## config.mk

```make
export PLATFORM = sky130hd
export DESIGN_NAME = tvsc_ctrl
export DESIGN_NICKNAME = d
export VERILOG_FILES = /design/src/hw/rtl/tvsc_pkg.sv /design/src/hw/rtl/tvsc_ctrl.sv
export SDC_FILE = /design/constraint.sdc
export NUM_CORES = 1
export LEC_CHECK = 0
export BUFFER_PORTS_ARGS = -buffer_cell sky130_fd_sc_hd__buf_4
export CAP_MARGIN = 20
export CELL_PAD_IN_SITES_DETAIL_PLACEMENT = 1
export CELL_PAD_IN_SITES_GLOBAL_PLACEMENT = 1
export CORE_UTILIZATION = 39
export DETAILED_ROUTE_END_ITERATION = 7
export PLACE_DENSITY = 0.86
export RECOVER_POWER = 100
export SYNTH_ARGS = -nofsm -noshare
export SYNTH_HDL_FRONTEND = slang
export SYNTH_SLANG_ARGS = --single-unit
export TNS_END_PERCENT = 100
```

## constraint.sdc

```tcl
create_clock -name i_clk -period 3 [get_ports i_clk]
set_clock_uncertainty 0.2 [all_clocks]
set_input_delay 0.15 -clock i_clk [delete_from_list [all_inputs] [get_ports i_clk]]
set_output_delay 0.15 -clock i_clk [all_outputs]
set_load 0.1 [all_outputs]
```

## src/hw/rtl/tvsc_pkg.sv

```systemverilog
package tvsc_pkg;

    localparam int COORD_BITS = 16;
    localparam int FIELD_W    = 16;
    localparam int COUNT_W    = 16;
    localparam int COEF_A_W   = 49;
    localparam int COEF_W     = 34;
    localparam int VOL_W      = 48;

    // internal widths follow from the coordinate width
    localparam int MINOR_W   = 2 * COORD_BITS + 1;
    localparam int PROD_W    = 3 * COORD_BITS + 1;
    localparam int DXYZ_W    = PROD_W + 2;
    localparam int ACC_W     = MINOR_W + 2;
    localparam int DET_W     = DXYZ_W + 2;
    localparam int DIV_W     = ((DET_W + 7) / 8) * 8;
    localparam int DIV_CYC   = DIV_W / 8;
    localparam int DIV_CNT_W = $clog2(DIV_CYC);
    localparam int SAT_A_W   = DXYZ_W + COEF_A_W + 1;
    localparam int SAT_C_W   = ACC_W + COEF_W + 1;

    localparam logic [3:0] DIVISOR = 4'd6;

    localparam logic [2:0] ADDR_ELEMENT_COUNT = 3'd0;

    typedef logic signed [COORD_BITS-1:0] t_coord;

    typedef enum logic [2:0] {
        STEP_S0,
        STEP_S1,
        STEP_S2,
        STEP_S3,
        STEP_S4
    } t_step;

    typedef struct packed {
        logic       load;
        logic       node_en;
        t_step      step;
        logic [1:0] node;
        logic       div_init;
        logic       div_step;
        logic       out_load;
        logic [1:0] out_idx;
        logic       out_batch_end;
    } t_dp_cmd;

    function automatic t_coord to_coord(input logic [FIELD_W-1:0] f);
        logic [COORD_BITS+FIELD_W-1:0] t;
        t = {{COORD_BITS{1'b0}}, f};
        return t_coord'(t[COORD_BITS-1:0]);
    endfunction

    // k-th of the three nodes other than n, in increasing order
    function automatic logic [1:0] other_node(input logic [1:0] n, input logic [1:0] k);
        return (k < n) ? k : k + 2'd1;
    endfunction

    function automatic logic [COEF_A_W-1:0] sat_a(input logic signed [DXYZ_W:0] v);
        logic signed [SAT_A_W-1:0] w;
        logic signed [SAT_A_W-1:0] hi;
        logic signed [SAT_A_W-1:0] lo;
        w  = SAT_A_W'(v);
        hi = (SAT_A_W'(1) <<< (COEF_A_W - 1)) - SAT_A_W'(1);
        lo = -hi - SAT_A_W'(1);
        if (w > hi) begin
            w = hi;
        end else if (w < lo) begin
            w = lo;
        end
        return w[COEF_A_W-1:0];
    endfunction

    function automatic logic [COEF_W-1:0] sat_c(input logic signed [ACC_W:0] v);
        logic signed [SAT_C_W-1:0] w;
        logic signed [SAT_C_W-1:0] hi;
        logic signed [SAT_C_W-1:0] lo;
        w  = SAT_C_W'(v);
        hi = (SAT_C_W'(1) <<< (COEF_W - 1)) - SAT_C_W'(1);
        lo = -hi - SAT_C_W'(1);
        if (w > hi) begin
            w = hi;
        end else if (w < lo) begin
            w = lo;
        end
        return w[COEF_W-1:0];
    endfunction

    function automatic logic [VOL_W-1:0] sat_vol(input logic [DIV_W-1:0] q);
        logic [DIV_W+VOL_W-1:0] t;
        t = {{VOL_W{1'b0}}, q};
        if (|t[DIV_W+VOL_W-1:VOL_W]) begin
            return '1;
        end
        return t[VOL_W-1:0];
    endfunction

endpackage

```

## src/hw/rtl/tvsc_ctrl.sv

```systemverilog
module tvsc_ctrl (
    input  logic                          i_clk,
    input  logic                          i_rst_n,
    input  logic                          i_in_valid,
    output logic                          o_in_ready,
    output logic                          o_out_valid,
    input  logic                          i_out_ready,
    input  logic [tvsc_pkg::COUNT_W-1:0]  i_element_count,
    output tvsc_pkg::t_dp_cmd             o_cmd
);
    import tvsc_pkg::*;

    typedef enum logic [2:0] {
        ST_IDLE,
        ST_NODE,
        ST_ABS,
        ST_DIV,
        ST_PRESENT,
        ST_EMIT
    } t_state;

    t_state                r_state;
    logic [1:0]            r_node;
    t_step                 r_step;
    t_step                 n_step;
    logic [DIV_CNT_W-1:0]  r_div_cnt;
    logic [1:0]            r_out_idx;
    logic                  r_out_valid;
    logic [COUNT_W-1:0]    r_counter;
    logic                  r_last_batch;

    logic [COUNT_W:0]      w_limit;
    logic                  w_last;
    logic                  w_accept;

    assign w_limit  = (i_element_count == '0) ? (COUNT_W + 1)'(1)
                                              : {1'b0, i_element_count};
    assign w_last   = ({1'b0, r_counter} + (COUNT_W + 1)'(1)) >= w_limit;
    assign o_in_ready  = (r_state == ST_IDLE);
    assign o_out_valid = r_out_valid;
    assign w_accept    = i_in_valid && o_in_ready;

    always_comb begin
        unique case (r_step)
            STEP_S0: n_step = STEP_S1;
            STEP_S1: n_step = STEP_S2;
            STEP_S2: n_step = STEP_S3;
            STEP_S3: n_step = STEP_S4;
            default: n_step = STEP_S0;
        endcase
    end

    always_comb begin
        o_cmd               = '0;
        o_cmd.load          = w_accept;
        o_cmd.node_en       = (r_state == ST_NODE);
        o_cmd.step          = r_step;
        o_cmd.node          = r_node;
        o_cmd.div_init      = (r_state == ST_ABS);
        o_cmd.div_step      = (r_state == ST_DIV);
        o_cmd.out_load      = (r_state == ST_PRESENT);
        o_cmd.out_idx       = r_out_idx;
        o_cmd.out_batch_end = r_last_batch && (r_out_idx == 2'd3);
    end

    always_ff @(posedge i_clk) begin
        if (!i_rst_n) begin
            r_state      <= ST_IDLE;
            r_node       <= '0;
            r_step       <= STEP_S0;
            r_div_cnt    <= '0;
            r_out_idx    <= '0;
            r_out_valid  <= 1'b0;
            r_counter    <= '0;
            r_last_batch <= 1'b0;
        end else begin
            unique case (r_state)
                ST_IDLE: begin
                    if (i_in_valid) begin
                        r_state      <= ST_NODE;
                        r_node       <= '0;
                        r_step       <= STEP_S0;
                        r_last_batch <= w_last;
                        r_counter    <= w_last ? '0 : r_counter + COUNT_W'(1);
                    end
                end
                ST_NODE: begin
                    r_step <= n_step;
                    if (r_step == STEP_S4) begin
                        if (r_node == 2'd3) begin
                            r_state <= ST_ABS;
                        end else begin
                            r_node <= r_node + 2'd1;
                        end
                    end
                end
                ST_ABS: begin
                    r_state   <= ST_DIV;
                    r_div_cnt <= '0;
                end
                ST_DIV: begin
                    if (r_div_cnt == DIV_CNT_W'(DIV_CYC - 1)) begin
                        r_state   <= ST_PRESENT;
                        r_out_idx <= '0;
                    end else begin
                        r_div_cnt <= r_div_cnt + DIV_CNT_W'(1);
                    end
                end
                ST_PRESENT: begin
                    r_state     <= ST_EMIT;
                    r_out_valid <= 1'b1;
                end
                ST_EMIT: begin
                    if (i_out_ready) begin
                        r_out_valid <= 1'b0;
                        if (r_out_idx == 2'd3) begin
                            r_state <= ST_IDLE;
                        end else begin
                            r_out_idx <= r_out_idx + 2'd1;
                            r_state   <= ST_PRESENT;
                        end
                    end
                end
                default: begin
                    r_state <= ST_IDLE;
                end
            endcase
        end
    end

    a_valid_only_in_emit: assert property (@(posedge i_clk) disable iff (!i_rst_n)
        r_out_valid |-> (r_state == ST_EMIT))
        else $error("result valid outside emit state");

    a_no_accept_while_busy: assert property (@(posedge i_clk) disable iff (!i_rst_n)
        o_in_ready |-> !r_out_valid)
        else $error("request taken while results pending");

    a_last_node_to_abs: assert property (@(posedge i_clk) disable iff (!i_rst_n)
        (r_state == ST_NODE && r_step == STEP_S4 && r_node == 2'd3) |=> (r_state == ST_ABS))
        else $error("node sweep did not end in volume stage");

    a_batch_wrap: assert property (@(posedge i_clk) disable iff (!i_rst_n)
        (w_accept && w_last) |=> (r_counter == '0))
        else $error("batch counter did not wrap");

endmodule

```

After elaboration in Yosys (flattened, before gate mapping)

Index checks and enable logic that the tools add are counted.

Register bits: 31
Bits in latches: 0
RAM bits: 0
Bits in read-only memories: 0
Input bits: 20
Output and inout port bits: 15
Memories: 0

Add/sub/neg operators: 5
Multiply operators: 0
Div/mod/pow operators: 0
Magnitude comparators: 1
Equal/unequal tests: 20
Shift operators: 0
Multiplexer cells: 24
Bitwise operators: 0
Reductions and logical operators: 16

Operators by type and width:

| kind                                                                    | number |
|---|---|
| 16-bit 2-to-1 mux                                                       | 2 |
| 3-bit 2-to-1 mux                                                        | 8 |
| 3-bit one-hot mux with 6 select lines                                   | 1 |
| 16-bit by 1-bit adder with 17-bit output, second input constant         | 1 |
| 17-bit by 16-bit greater-or-equal comparator with 1-bit output          | 1 |
| 16-bit by 1-bit adder with 16-bit output, second input constant         | 1 |
| 16-bit zero test                                                        | 1 |
| 3-bit by 2-bit == test with 1-bit output, second input constant         | 4 |
| 3-bit == test, second input constant                                    | 4 |
| 2-bit 2-to-1 mux                                                        | 6 |
| 3-bit one-hot mux with 2 select lines                                   | 2 |
| 3-bit one-hot mux with 4 select lines                                   | 1 |
| 2-bit inequality test, second input constant                            | 5 |
| 2-bit one-hot mux with 2 select lines                                   | 2 |
| 2-bit AND reduction                                                     | 4 |
| 4-bit AND reduction                                                     | 2 |
| 2-bit nonzero test                                                      | 4 |
| 3-bit by 1-bit == test with 1-bit output, second input constant         | 2 |
| 3-bit zero test                                                         | 2 |
| 2-bit by 1-bit inequality test with 1-bit output, second input constant | 3 |
| 5-bit AND reduction                                                     | 1 |
| 2-bit by 1-bit adder with 2-bit output, second input constant           | 2 |
| 2-bit == test, second input constant                                    | 2 |
| 3-bit by 1-bit adder with 3-bit output, second input constant           | 1 |
| other kinds (3)                                                         | 4 |

Depth between registers and ports, before layout

Gate-level depths: netlist of run 1.

Depth in word-level cells: 4
Mapped depth: 14

Worst setup path before layout of run 1

Ideal clock, no wire load.

Path type: reg2reg
Start point: register r_state[2]
End point: register r_out_valid (netlist: o_out_valid)
Data arrival time: 2898 ps
Data required time: 2724 ps
Setup slack: -174 ps
Cell stages (with the launch flop): 5
Period minus slack after synthesis: 3174 ps
Cells stage by stage: dfxtp_1 buf_4 nor3b_1 a21oi_1 nor2_1

RTL lines:

| element                | RTL line         | text |
|---|---|---|
| start, declared        | tvsc_ctrl.sv:22  | `t_state r_state;` |
| start signal, assigned | tvsc_ctrl.sv:68  | `r_state <= ST_IDLE;` |
| start signal, assigned | tvsc_ctrl.sv:80  | `r_state <= ST_NODE;` |
| start signal, assigned | tvsc_ctrl.sv:91  | `r_state <= ST_ABS;` |
| end signal, assigned   | tvsc_ctrl.sv:73  | `r_out_valid <= 1'b0;` |
| end signal, assigned   | tvsc_ctrl.sv:111 | `r_out_valid <= 1'b1;` |
| end signal, assigned   | tvsc_ctrl.sv:115 | `r_out_valid <= 1'b0;` |
| end, declared          | tvsc_ctrl.sv:28  | `logic r_out_valid;` |

Final worst setup path of run 1

Start point: register r_counter[7]
End point: register r_counter[10]

Word-level cells in the longest chain between the ends: 3
Elaborated cells on any way between the ends: 4
Classes of those cells: 2 x add/sub; 1 x order compare; 1 x mux

RTL lines:

| element                                                        | RTL line        | text |
|---|---|---|
| start, declared                                                | tvsc_ctrl.sv:29 | `logic [COUNT_W-1:0] r_counter;` |
| start signal, assigned                                         | tvsc_ctrl.sv:84 | `r_counter <= w_last ? '0 : r_counter + COUNT_W'(1);` |
| 16-bit by 1-bit adder with 17-bit output                       | tvsc_ctrl.sv:38 | `assign w_last = ({1'b0, r_counter} + (COUNT_W + 1)'(1)) >= w_limit;` |
| 17-bit by 16-bit greater-or-equal comparator with 1-bit output | tvsc_ctrl.sv:38 |  |
| 16-bit 2-to-1 mux (*)                                          | tvsc_ctrl.sv:84 |  |

Every way passes the cells marked *; elsewhere a longest branch is shown, timed or not.
A chain may end at the register's enable or synchronous reset.

==> results of run 1 <==
critical path: stages (launching register included):
cell	delay [ns]
dfxtp_2	0.33
and4_1	0.23
and3_4	0.23
buf_12	0.12
nand2_4	0.07
xnor2_2	0.21
ha_4	0.25
a21oi_1	0.17
a21boi_0	0.11
o21bai_1	0.21
nand4_1	0.16
or4_1	0.49
a31oi_1	0.13
layout make-up:
type	instances	area, µm²	area share (%)
sequential	31	631	20.9
tap	75	93.8	3.11
inverter	26	97.6	3.24
clock buffer	8	100	3.32
timing repair buffer	54	388	12.9
multi-input combinational	216	1710	56.6
Yosys cell counts, types with 7 or more instances:
master   count  area share [%]
nor3_1      12             2.5
a21oi_1     17             3.6
nand3_1     12             2.5
and2_1      10             2.6
o21ai_0      7             1.5
dfxtp_1     31              26
nor2_1      16             2.5
ha_1        21              11
nand4_1      7             1.8
inv_1       25             4.0
nand2_1     23             3.6
xnor2_1      9             3.3
metrics by stage:
step                utilization [%]  instance area, µm²  setup TNS [ns]
finish                         51.2                3020               0
global placement               46.8                2750         -0.0112
detailed placement             46.8                2750          -0.284
global route                   51.2                3020          -0.318
floorplan                         -                2370               0
CTS                            48.6                2860               0
sequential cells by signal, summed over array words and instances, names as in the netlist:
name          flops
r_state           3
o_out_valid       1
r_step            3
r_div_cnt         3
r_out_idx         2
r_counter        16
r_last_batch      1
r_node            2
repair_timing:
item / in CTS / in global routing
pin swaps: 0 / 15
resized for setup: 5 / 31
buffers inserted: 0 / 3
endpoints found under the setup margin: 9 / 14
per-layer routing:
layer | vias up | part of all wire, % | wire length (µm) | GRT usage (%)
met5 | - | 0 | 0 | 0
met4 | 0 | 1.0 | 75 | 4.82
met3 | 9 | 3.8 | 288 | 3.43
met2 | 46 | 51 | 3810 | 36.3
met1 | 1140 | 44 | 3310 | 29.3
li1 | 1115 | - | - | -
power by group through the flow:
| stage | Sequential, W | Combinational (W) | Clock, W |
|---|---|---|---|
| after floorplan | 0.000490 | 0.000264 | 0 |
| after global placement | 0.000462 | 0.000365 | 0 |
| after detailed placement | 0.000463 | 0.000374 | 0 |
| after CTS | 0.000454 | 0.000375 | 0.000376 |
| after global routing | 0.000459 | 0.000409 | 0.000398 |
| final | 0.000457 | 0.000385 | 0.000369 |
worst paths after layout:
kind / from / endpoint / depth (start not counted)
worst max-delay path: r_counter[7]$_SDFFE_PN0P_ / r_counter[10]$_SDFFE_PN0P_ / 12
worst min-delay path: i_out_ready / r_out_idx[0]$_SDFFE_PN0P_ / 4
worst max register to register: r_counter[7]$_SDFFE_PN0P_ / r_counter[10]$_SDFFE_PN0P_ / 12
worst min register to register: r_node[1]$_SDFFE_PN0P_ / r_node[1]$_SDFFE_PN0P_ / 2
cells in the final DEF (no fill, tap or decap), types with 2 or more instances in the layout:
cell type / count
or3_1: 2
a41o_1: 5
nand2_1: 22
nand2_2: 2
nor2b_1: 4
a21oi_2: 2
xnor2_2: 6
and2_1: 10
a21oi_1: 15
a21boi_0: 2
nor3_4: 3
nor3b_1: 3
o21ai_0: 6
xnor2_1: 4
nand3_1: 11
dfxtp_1: 25
buf_4: 43
or4_1: 2
nor2_4: 3
clkbuf_1: 10
inv_1: 25
o21ai_1: 2
ha_1: 18
nor2_1: 15
o21a_1: 4
a31oi_1: 2
and4_4: 2
nand3_4: 3
nor4_1: 4
a41oi_1: 2
nand4_1: 7
nand2_4: 3
ha_4: 3
and3_1: 4
clkbuf_8: 7
nor3_1: 11
xor2_1: 3
dfxtp_2: 5
a22o_1: 3
cells by family (layout without fill, tap and decap cells):
logic type      after synthesis  in the layout  synth area share, %
buf+inv                      41             88                 8.14
simple gates                123            123                 31.6
xor+xnor                     14             14                 5.50
compound gates               58             58                 17.5
flops                        31             31                 26.2
fa+ha+maj                    21             21                 11.1
==> metrics.md, run 1 <==
| Metric | Value |
|---|---|
| Outcome | `finished, final reports clean` |
| Synthesized area per cell | `8.22 µm²` |
| Switching share of total power | `37.8%` |
| Fillers | `705` |
| ANT cells | `0` |
| CTS tree | `done` |
| DR iter-0 viols | `166` |
| PortBufs | `34` |
| Placed cell count | `399` |
| Average wire per standard cell | `roughly 18 µm` |
| Critical path launch point type | `register` |
| Overall Global Routing Usage | `21.8%` |
| # IOs | `35` |
| Remaining Overflow, GRT | `0` |
| P_sw | `roughly 0.00046 W` |
| # DRC | `0` |
| Worst Path Arrival | `around 3 ns` |
| Synth cell types | `between 60 and 70` |
| Vias in the first global route | `2165` |
| Worst slew pin tran | `1.17 ns` |
| R2R setup slack | `0.02 ns` |
| RSZ-0062 raised after global routing | `yes` |
| Crit Path Category | `reg2reg` |
| Chip width | `79.9 µm` |
| Cell row count | `28` |
| Initial antenna violation count | `0` |
| Die height | `79.9 µm` |
| Seq/Total Area, Yosys | `26.2%` |
| Fin crit share | `a little under 100%` |
| Setup-failing EPs final | `0` |
| Post-CTS Hold Buffers | `0` |
| Seq pwr share | `37.7%` |
| Antenna Nets Post-Route | `0` |
| Max clock buf depth | `2` |
| Max-cap viol count | `0` |
| Clock network fraction of total power | `a little under a third` |
| Final max-slew violation count | `0` |
| Layout area overhead | `27.4%` |
| Warnings from Yosys | `0` |
| CP Max Fanout | `4` |
| Post-synthesis instance area | `0.00237 mm²` |
| Core area | `0.00589 mm²` |
| Int Pwr | `~0.00075 W` |
| Final nets | `between 300 and 400` |
| Root Driver | `clkbuf_8` |
| Via/cell ratio | `5.63` |
| CTS Buf Count | `5` |
| Worst EP required | `3.01 ns` |
| Final hold violation count | `0` |
| Slew HR | `22.5%` |
| Die Area | `0.00639 mm²` |
| Drt pass-1 iters | `4` |
| Skew-Pair Late Insertion Delay | `0.28 ns` |
| Starting density of the core | `40.2%` |
| Synthesized Nets | `about 330` |
| Worst IR Drop VDD | `0.262 mV` |
| DR vias | `2310` |
| Worst Setup End Kind | `register` |
| Worst hold margin | `about 0.045 ns` |
| Synth Flop Type | `dfxtp_1` |
| Fmax achieved | `335 MHz` |
| Async S/R FF share, synth | `0%` |
| Largest net degree at the start of global routing | `28` |
| Combinational power share | `31.8%` |
| Hpwl dp | `~5000 µm` |
| Total clock sinks | `31` |
| Min Tclk post-route | `2.98 ns` |
| Drt total wl | `approximately 7500 µm` |
| Power per cell area | `402 mW/mm²` |
| Flops & latches, synth | `31` |
| Worst Hold Class | `in2reg` |
| First-pass GRT wire length | `10600 µm` |
| Final RePlAce weighted congestion | `0.824` |
| Fin cells | `410` |
| Layout cells sized above 1 | `29.6%` |
| CTS clk-pin slew, worst paths | `0.07 ns` |
| Final worst setup slack | `0.0189 ns` |
| Setup slack at placement | `-0.108 ns` |
| H-tree level count | `2` |
| EDFF count, synth | `0` |
| Pwr Total | `0.00121 W` |
| Pleak | `1.40 nW` |
| Mapped Cells | `288` |
Power figures use the tool's default switching activity.
==> run 2: changes to the inputs <==
--- a/config.mk
+++ b/config.mk
@@ -5,11 +5,12 @@
 export SDC_FILE = /design/constraint.sdc
 export NUM_CORES = 1
 export LEC_CHECK = 0
+export ABC_AREA = 1
 export BUFFER_PORTS_ARGS = -buffer_cell sky130_fd_sc_hd__buf_4
 export CAP_MARGIN = 20
 export CELL_PAD_IN_SITES_DETAIL_PLACEMENT = 1
 export CELL_PAD_IN_SITES_GLOBAL_PLACEMENT = 1
-export CORE_UTILIZATION = 39
+export CORE_UTILIZATION = 37
 export DETAILED_ROUTE_END_ITERATION = 7
 export PLACE_DENSITY = 0.86
 export RECOVER_POWER = 100
==> run 2 against run 1 <==
- sequential share of layout area up 2.1 points
- non-clock buffer count is 13 lower
- first-iteration DRC count is 24% lower
- global-route usage grew 0.13 points
- core utilization is 5.0 points lower
- largest cell class unchanged
==> metrics.md, run 2 <==
| Metric | Value |
|---|---|
| Outcome | `finished, final reports clean` |
| # IOs | `35 (unchanged)` |
| Yosys top cell area share | `27.4% (+1.2 points)` |
| Core area | `0.00592 mm² (+0.60%)` |
| Drt total wl | `6650 µm (-11%)` |
| Largest Register | `r_counter` |
| Largest family of logic cells by synthesized area | `simple AND/OR/NAND/NOR gates` |
| Layout cells sized above 1 | `17.3% (-12 points)` |
| Most frequent cell after synthesis | `nand2_1` |
| ANT cells | `0 (unchanged)` |
| Starting density of the core | `38.3% (-2.0 points)` |
| Placed inst area | `0.00260 mm² (-5.7%)` |
| Pwr Total | `0.00187 W (+55%)` |
| Worst Setup End Kind | `register` |
| H-tree level count | `2 (unchanged)` |
| Fin crit share | `94.7% (-4.6 points)` |
| CP bufs+invs | `3 (+2)` |
| Post-layout util | `46.2% (-5.0 points)` |
| Root Driver | `clkbuf_8` |
| XOR/XNOR share of the synthesized area | `5.75% (+0.25 points)` |
| Chip width | `80.2 µm (+0.41%)` |
| DR vias | `2303 (-0.30%)` |
| Layout area overhead | `20.9%` |
| Min Tclk post-route | `2.84 ns (-0.139 ns)` |
| Seq/Total Area, Yosys | `27.4% (+1.2 points)` |
| Switching share of total power | `52.8% (+15 points)` |
| Clock network fraction of total power | `19.5% (-11 points)` |
| Die height | `80.2 µm (+0.41%)` |
| Synthesized Nets | `371 (+13%)` |
| Synth Flop Type | `dfxtp_1` |
| Worst Hold Class | `in2reg` |
| Via/cell ratio | `5.16 (-8.4%)` |
| Hpwl dp | `4940 µm (-0.36%)` |
| Largest stage delay, worst path | `0.37 ns (-0.12 ns)` |
| PortBufs | `34 (unchanged)` |
| Overall Global Routing Usage | `21.9% (+0.13 points)` |
| Slew HR | `21.1% (-1.4 points)` |
| Final max-slew violation count | `0 (unchanged)` |
| Worst Path Arrival | `2.88 ns (-0.11 ns)` |
| Fmax achieved | `352 MHz (+4.9%)` |
| Commonest cells after routing, fill and taps aside | `63 x nand2_1, 54 x inv_1, 31 x a21oi_1, 30 x nor2_1, 27 x dfxtp_1` |
| Final nets | `411 (+9.6%)` |
| Antenna Nets Post-Route | `0 (unchanged)` |
| P_sw | `0.000989 W (+120%)` |
| Pleak | `1.29 nW (-7.5%)` |
| Cell row count | `28 (unchanged)` |
| Largest net degree at the start of global routing | `25 (-11%)` |
| EDFF count, synth | `0 (unchanged)` |
| CTS Buf Count | `5 (unchanged)` |
| Total clock sinks | `31 (unchanged)` |
| Final RePlAce weighted congestion | `0.820 (-0.41%)` |
| Combinational power share | `52.1% (+20 points)` |
| Int Pwr | `0.000885 W (+18%)` |
| Slowest CP cell | `dfxtp_4` |
| Crit path max-delay family | `simple AND/OR/NAND/NOR gates` |
| CTS clk-pin slew, worst paths | `0.06 ns (about the same)` |
| Die Area | `0.00644 mm² (+0.82%)` |
| Critical Path, Cell by Cell | `ha_2, nand3_2, inv_2, nand2_2, nor2_4, nand2_1, nand2_1, nand2_1, ha_4, nand2_2, nor2_1, nand2_1, nor2_1, nor2_1, nor2_1, nor2_2, buf_6, nand3_1, o211ai_1, inv_1` |
| Final hold violation count | `0 (unchanged)` |
| # DRC | `0 (unchanged)` |
| Commonest non-fill, non-tap cell in the layout | `nand2_1` |
| Async S/R FF share, synth | `0% (unchanged)` |
| Worst IR Drop VDD | `0.475 mV (+81%)` |
| Warnings from Yosys | `0 (unchanged)` |
| Post-Synth Adder-Cell Area | `11.6% (+0.50 points)` |
| Critical path launch point type | `register` |
| Power per cell area | `685 mW/mm² (+70%)` |
| Initial antenna violation count | `0 (unchanged)` |
| CP Max Fanout | `7 (+3)` |
| Max clock buf depth | `2 (unchanged)` |
| Skew-Pair Late Insertion Delay | `0.29 ns (about the same)` |
| Worst slew pin tran | `1.19 ns (+0.0208 ns)` |
| Remaining Overflow, GRT | `0 (unchanged)` |
| Mapped Cells | `330 (+15%)` |
| Synth top cells by count | `66 x nand2_1, 52 x inv_1, 32 x nor2_1` |
| DR iter-0 viols | `126 (-24%)` |
| Fin cells | `446 (+8.8%)` |
| R2R setup slack | `0.16 ns (+0.14 ns)` |
| Leading area contributor after synthesis | `dfxtp_1` |
| CTS tree | `done` |
| Worst EP required | `3.04 ns (+0.03 ns)` |
| Max reg flops | `16 (unchanged)` |
| Top post-synthesis cells by area | `dfxtp_1 27%, ha_1 12%, nand2_1 11%, inv_1 8.6%, a21oi_1 6.6%` |
| Placed cell count | `435 (+9.0%)` |
| Post-route cell area | `0.00274 mm² (-9.2%)` |
| Synth Area in Compound Gates | `11.9% (-5.6 points)` |
| Average wire per standard cell | `14.9 µm (-18%)` |
| Crit Path Category | `reg2reg` |
| First-pass GRT wire length | `10800 µm (+1.7%)` |
| Post-Synth Simple-Gate Area | `32.0% (+0.44 points)` |
| Synthesized area per cell | `6.86 µm² (-17%)` |
| Vias in the first global route | `2283 (+5.5%)` |
| Drt pass-1 iters | `4 (unchanged)` |
| Setup-failing EPs final | `0 (unchanged)` |
| Synth cell types | `37 (-41%)` |
| Post-synthesis mux area share | `0% (unchanged)` |
| Flops & latches, synth | `31 (unchanged)` |
| Post-synthesis instance area | `0.00226 mm² (-4.3%)` |
| Max-cap viol count | `0 (unchanged)` |
| Seq pwr share | `28.4% (-9.3 points)` |
run 2: through the flow:
step                setup TNS, ns  hold slack [ns]  setup slack (ns)
floorplan                       0           0.0706             0.445
finish                          0           0.0385             0.158
global route              -0.0644           0.0953           -0.0458
detailed placement              0            0.251             0.179
CTS                             0           0.0330             0.165
global placement                0            0.248             0.303
run 2: what timing repair did:
action / 4_1_cts / 5_1_grt
hold buffers: 1 / 0
endpoints found under the setup margin: 0 / 17
buffers inserted: 0 / 2
hold endpoints to repair: 6 / 0
resized for setup: 0 / 20
run 2: cell type report:
class / count / area, µm²
fill: 784 / 3180
clock buffer: 8 / 100
inverter: 56 / 210
timing repair buffer: 41 / 259
sequential: 31 / 631
tap: 75 / 93.8
multi-input combinational: 235 / 1440
run 2: worst paths after layout:
kind,start,end,cells after the start
worst max-delay path,r_counter[0]$_SDFFE_PN0P_,r_last_batch$_SDFFE_PN0P_,20
worst max register to register,r_counter[0]$_SDFFE_PN0P_,r_last_batch$_SDFFE_PN0P_,20
worst min-delay path,i_out_ready,o_out_valid$_SDFFE_PN0P_,4
worst min register to register,o_out_valid$_SDFFE_PN0P_,o_out_valid$_SDFFE_PN0P_,2
run 2: layer usage:
| layer | routed length (µm) | share of wire (%) | vias up | GRT usage, % |
|---|---|---|---|---|
| met5 | 0 | 0 | - | 0 |
| met4 | 89 | 1.3 | 0 | 6.79 |
| met3 | 168 | 2.5 | 10 | 3.86 |
| met2 | 3330 | 50 | 30 | 37.6 |
| met1 | 3060 | 46 | 1104 | 27.6 |
| li1 | - | - | 1159 | - |
run 2: kinds of logic (layout without fill, tap and decap cells):
logic type / Yosys count / after routing
simple gates: 153 / 153
buf+inv: 64 / 105
compound gates: 47 / 47
flops: 31 / 31
fa+ha+maj: 21 / 21
xor+xnor: 14 / 14
run 2: power groups by stage:
stage / logic, W / registers [W] / clock network (W)
global route: 0.00105 / 0.000540 / 0.000402
CTS: 0.00102 / 0.000527 / 0.000377
global placement: 0.000995 / 0.000531 / 0
finish: 0.000977 / 0.000532 / 0.000365
floorplan: 0.000647 / 0.000670 / 0
detailed placement: 0.00101 / 0.000536 / 0
run 2: worst min-delay path, cell delays in order:
cell and delay (ns):
buf_4 0.08, inv_1 0.04, o21ai_0 0.16, a21oi_1 0.06
